File: config.mk
export PLATFORM = sky130hd
export DESIGN_NAME = sorted_event_ring_queue
export DESIGN_NICKNAME = d
export VERILOG_FILES = /design/src/sv/serq_pkg.sv /design/src/sv/serq_ctrl.sv /design/src/sv/serq_dp.sv /design/src/sv/sorted_event_ring_queue.sv
export VERILOG_INCLUDE_DIRS = /design/src /design/src/sv
export SDC_FILE = /design/constraint.sdc
export NUM_CORES = 2
export LEC_CHECK = 0
export BUFFER_PORTS_ARGS = -buffer_cell sky130_fd_sc_hd__buf_2
export CORE_MARGIN = 8
export CORE_UTILIZATION = 51
export DETAILED_ROUTE_END_ITERATION = 7
export GPL_TIMING_DRIVEN = 0
export PLACE_DENSITY_LB_ADDON = 0.3
export SLEW_MARGIN = 5
export SYNTH_ARGS = -nofsm -noshare
export SYNTH_HDL_FRONTEND = slang
export SYNTH_SLANG_ARGS = --single-unit
File: constraint.sdc
create_clock -name clk -period 8.15 [get_ports clk]
set_input_delay 0.4075 -clock clk [delete_from_list [all_inputs] [get_ports clk]]
set_output_delay 0.4075 -clock clk [all_outputs]
set_load 0.02 [all_outputs]
File: src/sv/assert_macros.svh
// assertion helpers for the rtl
`ifndef ASSERT_MACROS_SVH
`define ASSERT_MACROS_SVH
`ifndef SYNTHESIS
`define SERQ_ASSERT(lbl, clk, rst_n, prop, msg) \
  lbl: assert property (@(posedge clk) disable iff (!rst_n) prop) else $error(msg);
`define SERQ_ASSERT_RST(lbl, clk, prop, msg) \
  lbl: assert property (@(posedge clk) prop) else $error(msg);
`else
`define SERQ_ASSERT(lbl, clk, rst_n, prop, msg)
`define SERQ_ASSERT_RST(lbl, clk, prop, msg)
`endif
`endif

File: src/sv/serq_pkg.sv
`timescale 1ns / 1ps
`default_nettype none
package serq_pkg;

  localparam int DEPTH     = 64;
  localparam int TAG_WIDTH = 16;
  localparam int POS_W     = 32;
  localparam int ADDR_W    = 6;
  localparam int CNT_W     = 7;
  localparam int PEEK_W    = 6;

  typedef enum logic [1:0] {
    OP_INSERT = 2'd0,
    OP_GET    = 2'd1,
    OP_PEEK   = 2'd2,
    OP_CLEAR  = 2'd3
  } op_t;

  typedef enum logic [2:0] {
    ST_IDLE,
    ST_DISPATCH,
    ST_SHIFT,
    ST_PLACE,
    ST_RESP
  } state_t;

  typedef enum logic [1:0] {
    RD_HEAD,
    RD_PEEK,
    RD_PREV,
    RD_PREV2
  } rd_sel_t;

  typedef struct packed {
    logic [POS_W-1:0]     pos;
    logic [TAG_WIDTH-1:0] tag;
  } entry_t;

  typedef struct packed {
    logic    load_in;
    logic    latch_ok;
    logic    rd_en;
    rd_sel_t rd_sel;
    logic    wr_en;
    logic    wr_new;
    logic    dec_idx;
    logic    resp_load;
  } cmd_t;

  typedef struct packed {
    op_t  op;
    logic ok;
    logic fill_zero;
    logic idx_one;
    logic shift_stop;
    logic out_free;
  } status_t;

endpackage
`default_nettype wire

File: src/sv/serq_ctrl.sv
`timescale 1ns / 1ps
`default_nettype none
module serq_ctrl (
  input  wire              clk,
  input  wire              rst_n,
  input  wire              in_valid,
  output logic             in_ready,
  input  serq_pkg::status_t status,
  output serq_pkg::cmd_t   cmd
);
  import serq_pkg::*;

  state_t state_r;
  state_t state_nxt;

  always_ff @(posedge clk) begin
    if (!rst_n) begin
      state_r <= ST_IDLE;
    end else begin
      state_r <= state_nxt;
    end
  end

  always_comb begin
    state_nxt = state_r;
    unique case (state_r)
      ST_IDLE: begin
        if (in_valid) state_nxt = ST_DISPATCH;
      end
      ST_DISPATCH: begin
        if (status.op == OP_INSERT && status.ok && !status.fill_zero) begin
          state_nxt = ST_SHIFT;
        end else begin
          state_nxt = ST_RESP;
        end
      end
      ST_SHIFT: begin
        priority if (status.shift_stop) begin
          state_nxt = ST_RESP;
        end else if (status.idx_one) begin
          state_nxt = ST_PLACE;
        end else begin
          state_nxt = ST_SHIFT;
        end
      end
      ST_PLACE: state_nxt = ST_RESP;
      ST_RESP: begin
        if (status.out_free) state_nxt = ST_IDLE;
      end
      default: state_nxt = ST_IDLE;
    endcase
  end

  always_comb begin
    cmd      = '0;
    cmd.rd_sel = RD_HEAD;
    in_ready = 1'b0;
    unique case (state_r)
      ST_IDLE: begin
        in_ready    = 1'b1;
        cmd.load_in = in_valid;
      end
      ST_DISPATCH: begin
        cmd.latch_ok = 1'b1;
        unique case (status.op)
          OP_INSERT: begin
            if (status.ok && !status.fill_zero) begin
              cmd.rd_en  = 1'b1;
              cmd.rd_sel = RD_PREV;
            end else if (status.ok) begin
              cmd.wr_en  = 1'b1;
              cmd.wr_new = 1'b1;
            end
          end
          OP_GET: begin
            cmd.rd_en  = 1'b1;
            cmd.rd_sel = RD_HEAD;
          end
          OP_PEEK: begin
            cmd.rd_en  = 1'b1;
            cmd.rd_sel = RD_PEEK;
          end
          OP_CLEAR: begin
            cmd.rd_en = 1'b0;
          end
          default: cmd.rd_en = 1'b0;
        endcase
      end
      ST_SHIFT: begin
        cmd.wr_en = 1'b1;
        if (status.shift_stop) begin
          cmd.wr_new = 1'b1;
        end else begin
          cmd.dec_idx = 1'b1;
          if (!status.idx_one) begin
            cmd.rd_en  = 1'b1;
            cmd.rd_sel = RD_PREV2;
          end
        end
      end
      ST_PLACE: begin
        cmd.wr_en  = 1'b1;
        cmd.wr_new = 1'b1;
      end
      ST_RESP: begin
        cmd.resp_load = status.out_free;
      end
      default: in_ready = 1'b0;
    endcase
  end

endmodule
`default_nettype wire

File: src/sv/serq_dp.sv
`timescale 1ns / 1ps
`default_nettype none
module serq_dp (
  input  wire                                clk,
  input  wire                                rst_n,
  input  wire  [1:0]                         in_opcode,
  input  wire  [serq_pkg::POS_W-1:0]         in_insert_position,
  input  wire  [serq_pkg::TAG_WIDTH-1:0]     in_event_tag,
  input  wire  [serq_pkg::PEEK_W-1:0]        in_peek_index,
  input  wire                                cfg_we,
  input  wire  [serq_pkg::CNT_W-1:0]         cfg_capacity,
  output logic                               out_valid,
  input  wire                                out_ready,
  output logic                               out_success,
  output logic [serq_pkg::POS_W-1:0]         out_position,
  output logic [serq_pkg::TAG_WIDTH-1:0]     out_tag,
  output logic [serq_pkg::CNT_W-1:0]         out_occupancy,
  input  serq_pkg::cmd_t                     cmd,
  output serq_pkg::status_t                  status
);
  import serq_pkg::*;

  entry_t mem [DEPTH];
  entry_t rd_data_r;

  op_t                  op_r;
  logic [POS_W-1:0]     pos_r;
  logic [TAG_WIDTH-1:0] tag_r;
  logic [PEEK_W-1:0]    peek_r;
  logic [CNT_W-1:0]     idx_r;
  logic                 ok_r;
  logic [ADDR_W-1:0]    head_r;
  logic [CNT_W-1:0]     fill_r;
  logic [CNT_W-1:0]     ring_r;
  logic                 out_valid_r;
  logic                 out_success_r;
  logic [POS_W-1:0]     out_position_r;
  logic [TAG_WIDTH-1:0] out_tag_r;
  logic [CNT_W-1:0]     out_occupancy_r;

  logic [ADDR_W-1:0]    head_nxt;
  logic [CNT_W-1:0]     fill_nxt;
  logic [CNT_W-1:0]     ring_nxt;
  logic [CNT_W-1:0]     rd_off;
  logic [ADDR_W-1:0]    rd_addr;
  logic [ADDR_W-1:0]    wr_addr;
  entry_t               wr_data;
  logic                 ok;
  logic                 returns_data;

  // ring slot of the entry off places behind the head
  function automatic logic [ADDR_W-1:0] slot_of(input logic [ADDR_W-1:0] head,
                                                input logic [CNT_W-1:0] off,
                                                input logic [CNT_W-1:0] ring);
    logic [CNT_W:0] sum;
    sum = {2'b00, head} + {1'b0, off};
    if (sum >= {1'b0, ring}) sum = sum - {1'b0, ring};
    return sum[ADDR_W-1:0];
  endfunction

  always_comb begin
    unique case (cmd.rd_sel)
      RD_HEAD:  rd_off = '0;
      RD_PEEK:  rd_off = {1'b0, peek_r};
      RD_PREV:  rd_off = idx_r - CNT_W'(1);
      RD_PREV2: rd_off = idx_r - CNT_W'(2);
      default:  rd_off = '0;
    endcase
  end

  assign rd_addr = slot_of(head_r, rd_off, ring_r);
  assign wr_addr = slot_of(head_r, idx_r, ring_r);
  assign wr_data = cmd.wr_new ? entry_t'{pos: pos_r, tag: tag_r} : rd_data_r;

  always_ff @(posedge clk) begin
    if (cmd.wr_en) mem[wr_addr] <= wr_data;
    if (cmd.rd_en) rd_data_r <= mem[rd_addr];
  end

  always_comb begin
    unique case (op_r)
      OP_INSERT: ok = (fill_r < ring_r);
      OP_GET:    ok = (fill_r != '0);
      OP_PEEK:   ok = ({1'b0, peek_r} < fill_r);
      OP_CLEAR:  ok = 1'b1;
      default:   ok = 1'b0;
    endcase
  end

  assign status.op         = op_r;
  assign status.ok         = ok;
  assign status.fill_zero  = (fill_r == '0);
  assign status.idx_one    = (idx_r == CNT_W'(1));
  assign status.shift_stop = (rd_data_r.pos <= pos_r);
  assign status.out_free   = !out_valid_r || out_ready;

  always_comb begin
    if (cfg_capacity == '0) begin
      ring_nxt = CNT_W'(1);
    end else if (cfg_capacity > CNT_W'(DEPTH)) begin
      ring_nxt = CNT_W'(DEPTH);
    end else begin
      ring_nxt = cfg_capacity;
    end
  end

  always_comb begin
    head_nxt = head_r;
    fill_nxt = fill_r;
    if (ok_r) begin
      unique case (op_r)
        OP_INSERT: fill_nxt = fill_r + CNT_W'(1);
        OP_GET: begin
          fill_nxt = fill_r - CNT_W'(1);
          if ({1'b0, head_r} + CNT_W'(1) == ring_r) begin
            head_nxt = '0;
          end else begin
            head_nxt = head_r + ADDR_W'(1);
          end
        end
        OP_PEEK:  fill_nxt = fill_r;
        OP_CLEAR: begin
          head_nxt = '0;
          fill_nxt = '0;
        end
        default: fill_nxt = fill_r;
      endcase
    end
  end

  assign returns_data = ok_r && (op_r == OP_GET || op_r == OP_PEEK);

  always_ff @(posedge clk) begin
    if (cmd.load_in) begin
      op_r   <= op_t'(in_opcode);
      pos_r  <= in_insert_position;
      tag_r  <= in_event_tag;
      peek_r <= in_peek_index;
      idx_r  <= fill_r;
    end else if (cmd.dec_idx) begin
      idx_r <= idx_r - CNT_W'(1);
    end
    if (cmd.latch_ok) ok_r <= ok;
    if (cmd.resp_load) begin
      out_success_r   <= ok_r;
      out_position_r  <= returns_data ? rd_data_r.pos : '0;
      out_tag_r       <= returns_data ? rd_data_r.tag : '0;
      out_occupancy_r <= fill_nxt;
    end
  end

  always_ff @(posedge clk) begin
    if (!rst_n) begin
      ring_r      <= CNT_W'(DEPTH);
      head_r      <= '0;
      fill_r      <= '0;
      out_valid_r <= 1'b0;
    end else begin
      if (cfg_we) begin
        ring_r <= ring_nxt;
        head_r <= '0;
        fill_r <= '0;
      end else if (cmd.resp_load) begin
        head_r <= head_nxt;
        fill_r <= fill_nxt;
      end
      if (cmd.resp_load) begin
        out_valid_r <= 1'b1;
      end else if (out_ready) begin
        out_valid_r <= 1'b0;
      end
    end
  end

  assign out_valid     = out_valid_r;
  assign out_success   = out_success_r;
  assign out_position  = out_position_r;
  assign out_tag       = out_tag_r;
  assign out_occupancy = out_occupancy_r;

endmodule
`default_nettype wire

File: src/sv/sorted_event_ring_queue.sv
`timescale 1ns / 1ps
`default_nettype none
`include "assert_macros.svh"
// Sorted event queue of up to 64 (position, tag) entries kept in ascending position order
// in a ring of single-port-write, registered-read memory; equal positions keep arrival
// order. One item is handled at a time. Get, peek, clear, a failed insert and an insert
// into an empty queue pass from acceptance through the dispatch state to the response
// state, where the result is registered. Any other insert runs a shift loop between them
// that moves one entry per cycle through the memory port, moving each entry with a later
// position back before the new one is placed. A result waits in an output register while
// the next item is taken; a result still waiting when the next one is ready holds the
// block until it leaves. Writing capacity (clamped to 1..64) empties the queue and may be
// done only while the block is idle.
module sorted_event_ring_queue (
  input  wire                            clk,
  input  wire                            rst_n,
  input  wire                            in_valid,
  output logic                           in_ready,
  input  wire  [1:0]                     in_opcode,
  input  wire  [serq_pkg::POS_W-1:0]     in_insert_position,
  input  wire  [serq_pkg::TAG_WIDTH-1:0] in_event_tag,
  input  wire  [serq_pkg::PEEK_W-1:0]    in_peek_index,
  output logic                           out_valid,
  input  wire                            out_ready,
  output logic                           out_success,
  output logic [serq_pkg::POS_W-1:0]     out_position,
  output logic [serq_pkg::TAG_WIDTH-1:0] out_tag,
  output logic [serq_pkg::CNT_W-1:0]     out_occupancy,
  input  wire                            cfg_valid,
  output logic                           cfg_ready,
  input  wire  [serq_pkg::CNT_W-1:0]     cfg_capacity
);
  import serq_pkg::*;

  cmd_t    cmd;
  status_t status;

  assign cfg_ready = 1'b1;

  serq_ctrl u_ctrl (
    .clk      (clk),
    .rst_n    (rst_n),
    .in_valid (in_valid),
    .in_ready (in_ready),
    .status   (status),
    .cmd      (cmd)
  );

  serq_dp u_dp (
    .clk                (clk),
    .rst_n              (rst_n),
    .in_opcode          (in_opcode),
    .in_insert_position (in_insert_position),
    .in_event_tag       (in_event_tag),
    .in_peek_index      (in_peek_index),
    .cfg_we             (cfg_valid && cfg_ready),
    .cfg_capacity       (cfg_capacity),
    .out_valid          (out_valid),
    .out_ready          (out_ready),
    .out_success        (out_success),
    .out_position       (out_position),
    .out_tag            (out_tag),
    .out_occupancy      (out_occupancy),
    .cmd                (cmd),
    .status             (status)
  );

  `SERQ_ASSERT(a_occ_bound, clk, rst_n, out_valid |-> out_occupancy <= CNT_W'(DEPTH), "occupancy above depth")
  `SERQ_ASSERT(a_fail_zero, clk, rst_n, out_valid && !out_success |-> out_position == '0 && out_tag == '0, "failed item carries data")
  `SERQ_ASSERT(a_busy_after_accept, clk, rst_n, in_valid && in_ready |=> !in_ready, "item taken while busy")
  `SERQ_ASSERT(a_write_busy, clk, rst_n, cmd.wr_en |-> !in_ready, "memory written while idle")
  `SERQ_ASSERT_RST(a_reset_out, clk, !rst_n |=> !out_valid, "result valid after reset")

endmodule
`default_nettype wire
==> flow_summary.ini <==
[pwr]
clkPwrFrac_pct = 41.1
switching_share_pct = 23.7
pwr-share-seq_pct = 49.7
ir_worst_vdd_mv = 0.271
leakage_nw = 52.0
p_int_mw = 28.6
total_power_mw = 37.4
power_frac_comb_pct = 9.3
p_per_area_nw_per_um2 = 241
p_switching_mw = 8.87

[cts]
clockRootBuffer = clkbuf_16
clk_latency_ns = 1.00
cts_max_path_buffers = 4
cts_buffers = 341
clkSinkCount = 3264
htree_levels = 5
worst_setup_hold_path_clk_slew_ns = 0.06
cts_tree = built

[placement]
dp_hpwl_mm = 299
dpl.cell_count = 11100
routabilityCongestion = 0.980
portBuffers = 125
dpl_cell_area_um2 = 139000

[logic_synthesis]
synth_top_family_by_area = multiplexers
syn_avg_cell_area_um2 = 17.5
synthArstFlopShare_pct = 0
yosysTopAreaCellShare_pct = 75.0
synth-simple-area-share_pct = 6.21
ys_types = 92
synth_seq_cells = 3264
synth_area_leaders = edfxtp_1, mux4_2, nand2_1
yosys.area.top_type = edfxtp_1
synth-compound-area-share_pct = 5.29
synth.mux.area_fraction_pct = 10.1
yosys_warnings = 0
synth_top_flop_cell = edfxtp_1
yosys.area_share.adder_pct = 0.896
seq_area_frac_synth_pct = 75.3
synthXorXnorAreaFrac_pct = 0.236
syn_nets = 7564
synth-edff-count = 3240
syn_inst = 7406
synth_area_um2 = 130000

[grt]
grt_pass1_wl_mm = 596
grt_use_total_pct = 31.4
overflow = 0
grt_pass1_vias = 77300
grt_antenna_before_repair = 26
grt_max_degree = 65

[route]
wl_per_cell_um = 36.8
drt_iter0_drc = 13900
dr.pass1.iters = 8
drcViolationCount = 24
via_per_inst = 6.72
vias = 79800
detail-route-antenna-nets = 0
wirelength_mm = 438

[critical_path]
crit_path_frequent_cell = ha_4
cpMaxStageDelayCell = o211ai_1
path_delay_family = compound AO/OA/AOI/OAI gates
reg2regPathDepth = 30
crit_path_end_kind = flop
required_ns = 8.74
path_max_fanout = 10
slowest_delay_ns = 0.96
r2r_end = u_dp.rd_data_r[21]
r2r-start = u_dp.pos_r[30]
path_buf_inv = 5
path_depth = 30
crit_arrival_ns = 9.07
startpoint_type = flop
critPathKind = reg -> reg
r2r_slack_ns = -0.33

[outcome]
outcome = finished, violations left
violations = design-rule violations, negative setup slack

[worst_hold_path]
min-delay-start = in_valid
hold_depth = 4
worst_hold_path.endpoint = u_dp.idx_r[0]
hp-class = in -> reg

[die]
dieArea_um2 = 271000
core_area_um2 = 254000
die_w_um = 521
start_util_pct = 51.2
rows = 185
io_pins = 127
die_h_um = 521

[layout]
design_area_um2 = 155000
syn_to_final_growth_pct = 19.7
mostFrequentLayoutCells = edfxtp_1, nand2_1, mux4_2
n_fill_cell = 17800
layout.cells.non_filler = 11900
layout-drive-gt1-share_pct = 24.3
final_common_cell = edfxtp_1
fin_nets = 8410

[sta]
fmaxAchievable_mhz = 118
fin_crit_sh_pct = 104
slew_headroom_pct = 4.49
tightestPinTransition_ns = 1.43
finalMaxSlewViolations = 0
layout_min_cycle_time_ns = 8.48
setup_viol = 25
hold_slack_ns = 0.0664
hold_viol = 0
clock_skew_ns = 0.0807
rsz0062_at_grt = true
fin_ws_ns = -0.328

[flow_run]
maxCapViolations = 0
-- worst max-delay path by stage --
stage | startpoint | to
CTS | u_dp.pos_r[29] | u_dp.rd_data_r[17]
global placement | u_dp.rd_data_r[47] | u_dp.rd_data_r[26]
detailed placement | u_dp.rd_data_r[47] | u_dp.rd_data_r[18]
global route | u_dp.pos_r[30] | u_dp.rd_data_r[17]
floorplan | u_dp.rd_data_r[47] | u_dp.rd_data_r[14]
finish | u_dp.pos_r[30] | u_dp.rd_data_r[21]
-- flip-flops by register name (all words and copies together), names as in the netlist, 16 cells and up --
register	cells
u_dp.tag_r	16
u_dp.out_tag	16
u_dp.rd_data_r	48
u_dp.mem	3072
u_dp.pos_r	32
u_dp.out_position	32
-- tightest hold or removal path: cells and delay by family --
family	cells	cell delay, ns
AND/OR/NAND/NOR	2	0.24
buffers and inverters	1	0.12
AO/OA/AOI/OAI	1	0.10
-- area by class of cell --
| class | count | area, um2 | share of cell area (%) |
|---|---|---|---|
| clock inverter | 183 | 1850 | 1.19 |
| sequential | 3264 | 97800 | 62.9 |
| antenna | 13 | 32.5 | 0.0209 |
| tap | 3366 | 4210 | 2.71 |
| clock buffer | 415 | 8940 | 5.75 |
| multi-input combinational | 3647 | 32100 | 20.7 |
| buffer | 421 | 3630 | 2.34 |
| inverter | 68 | 290 | 0.187 |
| timing repair buffer | 509 | 6520 | 4.20 |
-- through the flow --
step / setup TNS (ns) / utilization, % / worst slack [ns]
3_3_place_gp: - / 53.1 / -4.88
6_report: -2.27 / 61.2 / -0.328
2_1_floorplan: 0 / - / 0.762
3_5_place_dp: -159.26 / 55.0 / -3.92
4_1_cts: -0.378 / 60.6 / -0.0972
5_1_grt: -3.70 / 61.2 / -0.264
-- per-layer routing --
metal  global-route usage (%)  share of wire (%)  vias up
li1                         -                  -    31500
met1                     38.9                 33    40300
met2                     46.3                 44     6580
met3                     10.4                 14     1520
met4                     22.9                9.1       20
met5                    0.267              0.031        -
-- synth_stat cells (all sizes together) (46+ instances only) --
cell       n
a21oi    183
nand2    997
nor2     246
a221o     65
o21ai     95
and3      80
nand4     83
o22ai     46
clkbuf   183
edfxtp  3240
buf      244
a32oi    145
a211oi    68
mux2i    295
inv       67
a31oi     88
ha        85
mux4     439
nand3    271
-- cell families (layout without fill, tap and decap cells) --
kind of cell,count (synthesis),in the layout
multiplexers,759,759
other,1,14
AO/OA/AOI/OAI,938,938
AND/OR/NAND/NOR,1824,1824
adder cells (fa/ha/maj),90,90
buffers and inverters,495,1596
XOR/XNOR,35,35
flip-flops,3264,3264
-- power by group through the flow --
stage               Combinational (mW)  Clock [mW]  Sequential, mW
global route                      3.51        16.0            18.6
finish                            3.47        15.4            18.6
CTS                               3.21        15.4            18.6
global placement                  2.74           0            19.0
floorplan                         1.52           0            19.0
detailed placement                2.95           0            19.0
-- timing repair --
action | in CTS | in global routing
gates resized for setup | 533 | 310
hold buffers | 68 | 0
cloned | 2 | 1
setup buffers | 66 | 62
setup endpoints to repair | 48 | 48
hold endpoints to repair | 67 | 0
pin swaps | 63 | 79
No activity file was read; power rests on OpenSTA's default activity.
